File: config.mk
export PLATFORM = sky130hd
export DESIGN_NAME = osd_ctrl
export DESIGN_NICKNAME = d
export VERILOG_FILES = /design/src/rtl/osd_pkg.sv /design/src/rtl/osd_ctrl.sv
export SDC_FILE = /design/constraint.sdc
export NUM_CORES = 1
export LEC_CHECK = 0
export BUFFER_PORTS_ARGS = -buffer_cell sky130_fd_sc_hd__buf_2
export CAP_MARGIN = 20
export CORE_UTILIZATION = 44
export CTS_BUF_LIST = sky130_fd_sc_hd__clkbuf_8
export CTS_CLUSTER_SIZE = 16
export DETAILED_ROUTE_END_ITERATION = 8
export GPL_ROUTABILITY_DRIVEN = 0
export HOLD_SLACK_MARGIN = 0.05
export PLACE_DENSITY_LB_ADDON = 0.25
export RECOVER_POWER = 100
export SYNTH_ARGS = -nofsm -noshare
export SYNTH_HDL_FRONTEND = slang
export SYNTH_SLANG_ARGS = --single-unit
File: constraint.sdc
create_clock -name clk_i -period 2.1 [get_ports clk_i]
set_clock_uncertainty 0.05 [all_clocks]
set_input_delay 0.21 -clock clk_i [delete_from_list [all_inputs] [get_ports clk_i]]
set_output_delay 0.21 -clock clk_i [all_outputs]
set_load 0.01 [all_outputs]
File: src/rtl/osd_pkg.sv
`default_nettype none
package osd_pkg;

  localparam int unsigned ScreenCells = 480;
  localparam int unsigned RowLength   = 30;
  localparam int unsigned AddrW       = $clog2(ScreenCells);
  localparam int unsigned CntW        = $clog2(ScreenCells + 1);
  localparam logic [15:0] BlankCell   = 16'h2000;
  localparam logic [7:0]  ExtFlag     = 8'h04;
  localparam logic [7:0]  Mode8Bit    = 8'h40;
  localparam logic [7:0]  ModeAttrMsk = 8'h38;
  localparam logic [3:0]  DrawMax     = 4'd10;

  typedef enum logic [2:0] {
    OpWrite   = 3'd0,
    OpRead    = 3'd1,
    OpClear   = 3'd2,
    OpRefresh = 3'd3,
    OpDraw    = 3'd4
  } opcode_e;

  typedef enum logic [2:0] {
    StIdle,
    StAccess,
    StFinish,
    StScanRd,
    StScanEval,
    StInit
  } state_e;

  // controller to datapath
  typedef struct packed {
    logic             latch;    // capture input item
    logic             mem_rd;   // read cell at addr
    logic [AddrW-1:0] addr;
    logic             do_write; // evaluate write op
    logic             do_read;  // emit read result
    logic             scan_op;  // evaluate scan element at addr
    logic             init_wr;  // write blank at addr
    logic             emit_simple; // emit status-only / range result
    logic             emit_none;   // draw with nothing dirty
  } dp_cmd_t;

  // datapath to controller
  typedef struct packed {
    logic in_range;
    logic draw_hit;    // current scan cell emits an update
    logic last_dirty;  // exactly one dirty cell is left
    logic [2:0] op;
  } dp_stat_t;

  function automatic logic is_blank(input logic [15:0] v);
    return ((v[15:8] == 8'h20) || (v[15:8] == 8'h00)) && ((v[7:0] & ExtFlag) == 8'h00);
  endfunction

endpackage
`default_nettype wire

File: src/rtl/osd_ctrl.sv
`default_nettype none
module osd_ctrl (
  input  wire logic                  clk_i,
  input  wire logic                  rst_ni,
  input  wire logic                  start_i,
  input  wire logic                  cfg_we_i,
  input  wire logic [3:0]            cfg_wdata_i,
  input  wire osd_pkg::dp_stat_t     stat_i,
  input  wire logic [osd_pkg::AddrW-1:0] pos_i,
  output osd_pkg::dp_cmd_t           cmd_o,
  output logic                       last_o,
  output logic                       busy_o
);
  import osd_pkg::*;

  state_e            state_q, state_d;
  logic [AddrW-1:0]  idx_q, idx_d;
  logic [3:0]        cnt_q, cnt_d;
  logic [3:0]        upd_q, limit;
  logic              at_end;

  always_ff @(posedge clk_i or negedge rst_ni) begin
    if (!rst_ni) upd_q <= DrawMax;
    else if (cfg_we_i) upd_q <= cfg_wdata_i;
  end

  assign limit  = (upd_q == 4'd0) ? 4'd1 : ((upd_q > DrawMax) ? DrawMax : upd_q);
  assign at_end = idx_q == AddrW'(ScreenCells - 1);

  always_ff @(posedge clk_i or negedge rst_ni) begin
    if (!rst_ni) begin
      state_q <= StInit;
      idx_q   <= '0;
      cnt_q   <= '0;
    end else begin
      state_q <= state_d;
      idx_q   <= idx_d;
      cnt_q   <= cnt_d;
    end
  end

  // next state and commands
  always_comb begin
    state_d = state_q;
    idx_d   = idx_q;
    cnt_d   = cnt_q;
    cmd_o   = '0;
    last_o  = 1'b0;
    busy_o  = 1'b1;
    case (state_q)
      StInit: begin
        cmd_o.init_wr = 1'b1;
        cmd_o.addr    = idx_q;
        idx_d         = idx_q + 1'b1;
        if (at_end) begin
          idx_d   = '0;
          state_d = StIdle;
        end
      end
      StIdle: begin
        busy_o = 1'b0;
        if (start_i) begin
          cmd_o.latch = 1'b1;
          state_d     = StAccess;
        end
      end
      StAccess: begin
        idx_d = '0;
        cnt_d = '0;
        if (stat_i.op == OpWrite || stat_i.op == OpRead) begin
          if (stat_i.in_range) begin
            cmd_o.mem_rd = 1'b1;
            cmd_o.addr   = pos_i;
            state_d      = StFinish;
          end else begin
            cmd_o.emit_simple = 1'b1;
            last_o  = 1'b1;
            state_d = StIdle;
          end
        end else if (stat_i.op == OpClear || stat_i.op == OpRefresh ||
                     stat_i.op == OpDraw) begin
          state_d = StScanRd;
        end else begin
          cmd_o.emit_simple = 1'b1;
          last_o  = 1'b1;
          state_d = StIdle;
        end
      end
      StFinish: begin
        cmd_o.addr = pos_i;
        last_o     = 1'b1;
        if (stat_i.op == OpWrite) begin
          cmd_o.do_write    = 1'b1;
          cmd_o.emit_simple = 1'b1;
        end else begin
          cmd_o.do_read = 1'b1;
        end
        state_d = StIdle;
      end
      StScanRd: begin
        cmd_o.mem_rd = 1'b1;
        cmd_o.addr   = idx_q;
        state_d      = StScanEval;
      end
      StScanEval: begin
        cmd_o.scan_op = 1'b1;
        cmd_o.addr    = idx_q;
        idx_d         = idx_q + 1'b1;
        state_d       = StScanRd;
        if (stat_i.draw_hit) begin
          cnt_d = cnt_q + 1'b1;
          if (at_end || cnt_d == limit || stat_i.last_dirty) begin
            last_o  = 1'b1;
            state_d = StIdle;
          end
        end else if (at_end) begin
          state_d = StIdle;
          if (stat_i.op == OpDraw) begin
            if (cnt_q == 4'd0) cmd_o.emit_none = 1'b1;
            else cmd_o.emit_none = 1'b0;
            last_o = 1'b1;
            if (cnt_q != 4'd0) state_d = StIdle;
          end else begin
            cmd_o.emit_simple = 1'b1;
            last_o = 1'b1;
          end
        end
      end
      default: state_d = StIdle;
    endcase
  end

endmodule
`default_nettype wire

# After elaboration in Yosys (flattened, before gate mapping)
# Cells that the tools add are included.
dict set report totals {
  out_inout_bits 19
  inputBits 23
  reg_bits 20
  word_cells 76
}
dict set report classes {
  muxes 41
  magnitude_cmp 1
  n_reduce_logical 14
  eq_ne 14
  add_sub_neg 2
}
# operator count
set op_table {}
lappend op_table {{case mux 9 bit (3 select lines)} 2}
lappend op_table {{two-way mux 10 bit} 2}
lappend op_table {{two-way mux 1 bit} 17}
lappend op_table {{case mux 3 bit (5 select lines)} 1}
lappend op_table {{two-way mux 2 bit} 7}
lappend op_table {{== test 3 x 2 -> 1 bit (second input constant)} 4}
lappend op_table {{two-way mux 3 bit} 4}
lappend op_table {{two-way mux 4 bit} 3}
lappend op_table {{adder 9 x 1 -> 9 bit (second input constant)} 1}
lappend op_table {{== test 3 bit (second input constant)} 3}
lappend op_table {{== test 9 bit (second input constant)} 1}
lappend op_table {{two-way mux 9 bit} 1}
lappend op_table {{logical NOT 4 bit} 2}
lappend op_table {{case mux 4 bit (2 select lines)} 1}
lappend op_table {{== test 3 x 1 -> 1 bit (second input constant)} 2}
lappend op_table {{logical NOT 3 bit} 2}
lappend op_table {{inequality test 2 bit (second input constant)} 3}
lappend op_table {{case mux 1 bit (3 select lines)} 2}
lappend op_table {{logical OR 1 bit} 5}
lappend op_table {{adder 4 x 1 -> 4 bit (second input constant)} 1}
lappend op_table {{== test 4 bit} 1}
lappend op_table {{greater-than comparator 4 bit (second input constant)} 1}
lappend op_table {{AND reduction 2 bit} 2}
lappend op_table {{nonzero test 3 bit} 1}
lappend op_table {{3 further kinds} 3}

# Longest topological paths before layout
# Gate-level depths: netlist of run 1.
dict set report logic_depth {
  ltp_word 9
  mapped_depth 7
  mapped_depth_nobuf 6
}

# Worst setup path after synthesis of run 1
# No wires, ideal clock.
dict set report synth_timing {
  kind {reg-to-output}
  startpoint {register idx_q[0]}
  endpoint {output cmd_o[1] in the netlist's numbering}
  slack_ps 187
  path_stages_with_launch 6
  t_arrival_ps 1653
  required_time_ps 1840
  n_path_buf 0
  path_cell_list {dfrtp_1 -> ha_1 -> nand3_4 -> or3_1 -> or3_4 -> o221ai_2}
}
# element line_no
set synth_lines {}
lappend synth_lines {{start: declaration} osd_ctrl.sv:17} ;# logic [AddrW-1:0] idx_q, idx_d;
lappend synth_lines {{start signal: assignment} osd_ctrl.sv:37} ;# idx_q <= idx_d;
lappend synth_lines {{end: declaration} osd_ctrl.sv:10} ;# output osd_pkg::dp_cmd_t cmd_o,

# Worst setup path after layout of run 1
dict set report layout_timing {
  startpoint {register cnt_q[0]}
  endpoint {output last_o}
}
dict set report layout_via {
  elab_chain_len 7
}
# element line_no
set layout_lines {}
lappend layout_lines {{start: declaration} osd_ctrl.sv:18} ;# logic [3:0] cnt_q, cnt_d;
lappend layout_lines {{start signal: assignment} osd_ctrl.sv:38} ;# cnt_q <= cnt_d;
lappend layout_lines {{adder 4 x 1 -> 4 bit} osd_ctrl.sv:111} ;# cnt_d = cnt_q + 1'b1;
lappend layout_lines {{== test 4 bit} osd_ctrl.sv:112} ;# if (at_end || cnt_d == limit || stat_i.last_dirty) begin
lappend layout_lines {{logical OR 1 bit (2 in series)} osd_ctrl.sv:112}
lappend layout_lines {{two-way mux 1 bit} osd_ctrl.sv:112}
lappend layout_lines {{two-way mux 1 bit} osd_ctrl.sv:110} ;# if (stat_i.draw_hit) begin
lappend layout_lines {{case mux 1 bit (3 select lines)} osd_ctrl.sv:50} ;# case (state_q)
lappend layout_lines {{end: declaration} osd_ctrl.sv:11} ;# output logic last_o,
# Every way passes these cells.

==> results of run 1 <==
worst paths after layout:
path / from / end / slack (ps) / cells after the start
worst max-delay path: cnt_q[0] / last_o / -160 / 7
worst min-delay path: cfg_wdata_i[0] / upd_q[0] / 100 / 3
worst min register to register: idx_q[7] / idx_q[7] / 490 / 1
max in group asynchronous: rst_ni / cnt_q[2] / 630 / 2
worst max register to register: idx_q[1] / idx_q[3] / 10 / 7
min in group asynchronous: rst_ni / idx_q[2] / 620 / 2
sequential cells by signal, summed over array words and instances, names as in the netlist:
signal   count
idx_q        9
state_q      3
cnt_q        4
upd_q        4
metal layers:
layer | up-vias | GRT usage, % | routed length [um]
met5 | - | 0 | 0
met4 | 0 | 2.92 | 29
met3 | 4 | 4.41 | 150
met2 | 36 | 38.7 | 1900
met1 | 784 | 32.9 | 2050
li1 | 808 | - | -
cells by family after synthesis:
kind of cell,count (synthesis)
adder cells (fa/ha/maj),3
XOR/XNOR,3
AO/OA/AOI/OAI,69
flip-flops,20
buffers and inverters,20
AND/OR/NAND/NOR,68
multiplexers,5
what timing repair did:
action	in CTS	in global routing
endpoints found under the setup margin	12	12
setup buffers	2	3
pin swaps	6	1
gates resized for setup	11	3
hold buffers	1	0
endpoints found under the hold margin	16	0
tightest hold or removal path: stages:
cell     delay (ps)
buf_2            70
nand2_1          40
o21ai_0          60
cell type report:
type | instances | area (um^2)
Inverter | 10 | 37.5
Multi-Input combinational cell | 148 | 986
Fill cell | 329 | 1310
Timing Repair Buffer | 63 | 364
Sequential cell | 20 | 507
Clock inverter | 1 | 30.0
Tap cell | 46 | 57.6
Clock buffer | 3 | 41.3
report_power, final:
group	total [mW]	switching, mW	internal (mW)	leakage, nW
Clock	0.395	0.141	0.255	0.0357
Combinational	1.14	0.655	0.483	0.642
Sequential	0.551	0.0929	0.458	0.257
Total	2.08	0.889	1.19	0.936
metrics by stage:
stage	util, %	power [mW]	hold slack, ps	setup WS, ps
finish	60.6	2.08	105	-158
global route	60.6	2.24	115	-256
global placement	56.1	1.63	147	73.0
CTS	60.3	2.07	103	-150
detailed placement	56.1	1.64	141	42.6
floorplan	-	1.25	-136	187
cell usage after synthesis (2+ instances only):
master,n,share of area (%)
a21oi_1,13,4.2
a22o_1,12,6.8
a22oi_1,2,0.98
a31oi_1,3,1.2
and3_1,3,1.2
buf_1,2,0.49
clkbuf_1,6,1.5
dfrtp_1,16,26
dfstp_2,4,6.8
ha_1,3,2.4
inv_1,10,2.4
mux2_2,5,3.7
nand2_1,20,4.9
nand2b_1,5,2.0
nand3_1,7,2.3
nor2_1,19,4.6
nor3_1,4,1.3
nor3b_1,2,0.98
o21ai_0,19,6.2
o22ai_1,2,0.81
o31ai_1,3,1.5
o41ai_1,2,1.1
xor2_1,2,1.1
==> run_results.csv, run 1 <==
group,metric,value,unit
critical_path,worstPathRequired,1840,ps
sta,final.setup.tns,-341,ps
grt,overflow,0,
drt,wl_per_cell,14.2,um
cts,clock_latency,260,ps
placed_design,hpwl,2910,um
layout,area_growth,31.6,%
drt,drc,0,
critical_path,end_kind,"output pin",
synthesis,synthAdderAreaFrac,2.44,%
synthesis,synth_top_family_by_area,"compound AO/OA/AOI/OAI gates",
critical_path,critPathLaunchType,"flop",
job,cap_viol_max_count,0,
layout,postLayoutCellArea,0.00202,mm^2
floorplanning,core,0.00334,mm^2
power,leakage,0.936,nW
layout,drive_gt1_share,34.3,%
sta,rsz0062_at_grt,"true",
floorplanning,chipWidth,61.1,um
grt,grt_pass1_vias,1385,
synthesis,syn_nets,214,
sta,slew_viol_final,0,
placed_design,numPlacedInstances,281,
synthesis,synth_mux_area_share,3.66,%
drt,drt_first_iter_violations,53,
status,violations,"negative setup slack",
floorplanning,fp.dieArea,0.00374,mm^2
sta,setup_ws,-158,ps
cts,cts_tree,"yes",
critical_path,crit_slowest_cell,"dfrtp_1",
sta,setup_viol,3,
layout,layout_common_cells,"37 x buf_2, 20 x buf_4, 19 x nand2_1",
synthesis,syn_inst,188,
synthesis,synth_seq_cells,20,
drt,vias_per_cell,5.61,
synthesis,post_synth_and_or_nand_nor_area_fraction,22.2,%
power,power.density,1030,mW/mm^2
sta,timing.fmax,443,MHz
cts,clock-root-buffer,"clkbuf_8",
sta,final.period_utilization,108,%
layout,fin_nets,272,
drt,drt-pass1-iter-count,4,
drt,finalWirelength,4130,um
sta,hold_violations,0,
critical_path,worst-path-buf-inv,2,
synthesis,yosysSeqAreaShare,32.9,%
critical_path,critical-path-top-delay-family,"compound AO/OA/AOI/OAI gates",
cts,clk_pin_slew,80,ps
floorplanning,core.rowCount,21,
synthesis,avgSynthCellArea,8.18,um^2
floorplanning,die_h,61.1,um
hold_path,hp-class,"in -> reg",
synthesis,synth.distinct_cells,47,
critical_path,crit_chain,"buf_4 -> o21ai_1 -> a311oi_1 -> a311o_1 -> a41o_1 -> a211o_1 -> buf_2",
synthesis,synth_compound_area_share,31.5,%
cts,cts_sinks,20,
synthesis,synth-edff-count,0,
sta,relSlewSlack,25.6,%
cts,cts_htree_levels,1,
drt,vias,1632,
layout,fin_cells,291,
floorplanning,ios,42,
grt,grt_usage,23.5,%
placed_design,numPortBuffers,41,
critical_path,crit_arrival,2000,ps
sta,fin_crit,2260,ps
status,outcome,"finished, violations left",
critical_path,crit_type,"reg -> out",
synthesis,yosysWarningCount,0,
power,irDropWorstVdd,0.758,mV
grt,grt_start_max_net_pins,21,
critical_path,cpPeakStageDelay,410,ps
layout,diodes,0,
synthesis,synth_area,0.00154,mm^2
synthesis,synthArstFlopShare,100,%
drt,ant_nets,0,
floorplanning,initial_core_util,46.1,%
cts,cts_buffers,3,
synthesis,synth_xor_area_share,1.71,%
grt,antenna_found_initial,0,
layout,final_common_cell,"buf_2",
sta,worstMarginPinSlew,1120,ps
grt,grt_pass1_wl,6540,um
critical_path,cp_max_fo,6,
synthesis,synthFlopType,"dfrtp_1",
cts,cts.path.max_buffers,2,
placed_design,placed_area,0.00187,mm^2
Note: power is estimated with default switching activity, not from simulation.
==> run 2, diff against run 1 <==
--- a/config.mk
+++ b/config.mk
@@ -5,6 +5,7 @@
 export SDC_FILE = /design/constraint.sdc
 export NUM_CORES = 1
 export LEC_CHECK = 0
+export ABC_AREA = 1
 export BUFFER_PORTS_ARGS = -buffer_cell sky130_fd_sc_hd__buf_2
 export CAP_MARGIN = 20
 export CORE_UTILIZATION = 44
==> run 2 against run 1 <==
Setup slack better by 160 ps. Critical path type unchanged. Combinational power hardly changed. The flow still finishes with violations (negative setup slack). Clock-buffer cell count is 1 higher.
==> run_results.csv, run 2 <==
group,metric,value,unit
placed_design,hpwl,2700,um
floorplanning,core.rowCount,20,
layout,area_growth,26.1,%
sta,relSlewSlack,27.2,%
synthesis,avgSynthCellArea,6.96,um^2
synthesis,yosys.area.top_type,"dfrtp_1",
placed_design,placed_area,0.00171,mm^2
drt,drc,0,
floorplanning,die_h,59.4,um
layout,layout_common_cells,"42 x nand2_1, 37 x buf_2, 32 x inv_1",
layout,top_register,"idx_q",
synthesis,yosysTopAreaCellShare,27.7,%
critical_path,critPathLaunchType,"flop",
synthesis,synth_top_family_by_area,"simple AND/OR/NAND/NOR gates",
power,irDropWorstVdd,0.483,mV
sta,fin_crit,2100,ps
synthesis,yosysSeqAreaShare,34.9,%
critical_path,crit_type,"reg -> out",
synthesis,synth_xor_area_share,1.82,%
sta,setup_viol,1,
sta,final.setup.tns,-1.66,ps
grt,antenna_found_initial,0,
power,seq_power_share,29.0,%
layout,final_common_cell,"nand2_1",
cts,cts_tree,"yes",
layout,diodes,0,
power,totalPowerFinal,2.08,mW
critical_path,crit_arrival,1840,ps
sta,rsz0062_at_grt,"true",
layout,largest_register_ffs,9,
grt,grt_usage,22.0,%
synthesis,yosysWarningCount,0,
power,power.density,1140,mW/mm^2
sta,setup_ws,-1.66,ps
cts,cts.path.max_buffers,2,
synthesis,synthArstFlopShare,100,%
placed_design,numPlacedInstances,293,
critical_path,cpMostUsedCell,"nand2_1",
critical_path,crit_chain,"inv_2 -> ha_4 -> inv_2 -> nand3_2 -> nand2_1 -> nor2_1 -> nand3_1 -> nand2_1 -> nand2_1 -> nand2_1 -> nand2_1 -> nand3_1 -> buf_2",
floorplanning,core,0.00308,mm^2
status,violations,"negative setup slack",
job,cap_viol_max_count,0,
cts,clk_pin_slew,80,ps
power,comb_power_share,56.4,%
synthesis,synth.distinct_cells,25,
status,outcome,"finished, violations left",
hold_path,hp-class,"in -> reg",
layout,fin_cells,303,
cts,clock_latency,270,ps
floorplanning,ios,42,
grt,grt_pass1_vias,1310,
layout,final.fill_count,309,
power,p_int,1.08,mW
sta,worstMarginPinSlew,1090,ps
drt,ant_nets,0,
layout,fin_nets,286,
critical_path,worstPathRequired,1840,ps
synthesis,synth_compound_area_share,16.2,%
critical_path,cpPeakStageDelay,440,ps
cts,cts_htree_levels,1,
synthesis,synthAdderAreaFrac,2.59,%
synthesis,syn_nets,234,
drt,drt-pass1-iter-count,4,
synthesis,synth_mux_area_share,0,%
sta,timing.fmax,476,MHz
synthesis,synthTopCellsByCount,"43 x nand2_1, 34 x inv_1, 29 x o21ai_0, 16 x dfrtp_1, 15 x nor2_1",
sta,final.period_utilization,100,%
drt,finalWirelength,3620,um
placed_design,numPortBuffers,41,
sta,holdWs,104,ps
synthesis,synth-edff-count,0,
layout,drive_gt1_share,29.7,%
layout,postLayoutCellArea,0.00183,mm^2
cts,cts_sinks,20,
critical_path,end_kind,"output pin",
drt,wl_per_cell,12.0,um
synthesis,synthFlopType,"dfrtp_1",
power,p_switching,999,uW
sta,hold_violations,0,
critical_path,cp_max_fo,5,
drt,vias_per_cell,5.08,
power,switching_share,48.2,%
synthesis,synth_area,0.00145,mm^2
sta,slew_viol_final,0,
cts,cts_buffers,3,
drt,vias,1540,
layout,final_util,59.3,%
synthesis,syn_inst,208,
grt,grt_pass1_wl,5710,um
cts,clock-root-buffer,"clkbuf_8",
layout,top_regs,"idx_q x9, cnt_q x4, upd_q x4",
grt,overflow,0,
synthesis,synth_seq_cells,20,
synthesis,post_synth_and_or_nand_nor_area_fraction,33.9,%
grt,grt_start_max_net_pins,21,
power,p_clk_share,14.6,%
synthesis,yosysMostFrequentCell,"nand2_1",
power,leakage,0.940,nW
placed_design,dp_slack,182,ps
floorplanning,fp.dieArea,0.00352,mm^2
floorplanning,initial_core_util,47.0,%
drt,drt_first_iter_violations,59,
synthesis,yosys-top-cells-area,"dfrtp_1 28%, nand2_1 11%, o21ai_0 10%, inv_1 8.8%, dfstp_2 7.3%",
critical_path,crit_slowest_cell,"dfrtp_2",
floorplanning,chipWidth,59.4,um
==> run 2: cell types whose count changed after synthesis, sizes merged, moves of 6 or more <==
cell / delta
a21oi: -6
a22o: -12
inv: +30
nand2: +25
nand3: +6
o21ai: +12
==> run 2: cell families (layout without fill, tap and decap cells) <==
family / Yosys count / after routing
DFF: 20 / 20
AOI/OAI and AO/OA: 43 / 43
xor gates and xnor gates: 3 / 3
and+or+nand+nor: 98 / 98
buffers and inverters: 41 / 92
adders and majority gates: 3 / 3
==> run 2: timing repair <==
action | CTS | global route
hold buffers | 1 | 0
hold endpoints to repair | 16 | 0
setup endpoints to repair | 13 | 1
setup buffers | 0 | 5
cloned | 0 | 0
resized for setup | 2 | 9
pin swaps | 0 | 7
==> run 2: critical path, delay by kind of cell, from the launching register on <==
| kind | cells | cell delay [ps] |
|---|---|---|
| buf+inv | 3 | 240 |
| simple gates | 9 | 620 |
| fa+ha+maj | 1 | 280 |
| flops | 1 | 440 |
==> run 2: final cells by class <==
cell class | instances | area, um^2 | share of cell area (%)
flip-flops and latches | 20 | 508 | 27.8
multi-input cells | 147 | 806 | 44.1
well taps | 44 | 55.1 | 3.02
clock buffers | 4 | 55.1 | 3.02
inverters | 40 | 150 | 8.22
repair buffers | 48 | 251 | 13.8
==> run 2: power groups by stage <==
| stage | logic, mW | registers, mW | clock network, mW |
|---|---|---|---|
| 2_1_floorplan | 0.790 | 0.577 | 0 |
| 3_3_place_gp | 1.09 | 0.601 | 0 |
| 3_5_place_dp | 1.11 | 0.602 | 0 |
| 4_1_cts | 1.12 | 0.602 | 0.310 |
| 5_1_grt | 1.32 | 0.614 | 0.326 |
| 6_report | 1.17 | 0.601 | 0.303 |
==> run 2: routing by layer <==
layer / vias up / wire length, um / global-route usage [%]
met1: 695 / 1690 / 28.9
met5: - / 0 / 0
met3: 11 / 164 / 4.80
met2: 50 / 1670 / 35.0
li1: 784 / - / -
met4: 0 / 104 / 9.18
==> run 2: worst paths after layout <==
kind,startpoint,endpoint,slack (ps),cells past startpoint
max,cnt_q[0],last_o,-2,13
min,cfg_wdata_i[0],upd_q[0],100,3
max in group asynchronous,rst_ni,cnt_q[1],670,2
min reg2reg,idx_q[4],idx_q[4],490,2
max reg2reg,state_q[0],idx_q[8],190,8
min in group asynchronous,rst_ni,cnt_q[0],610,2
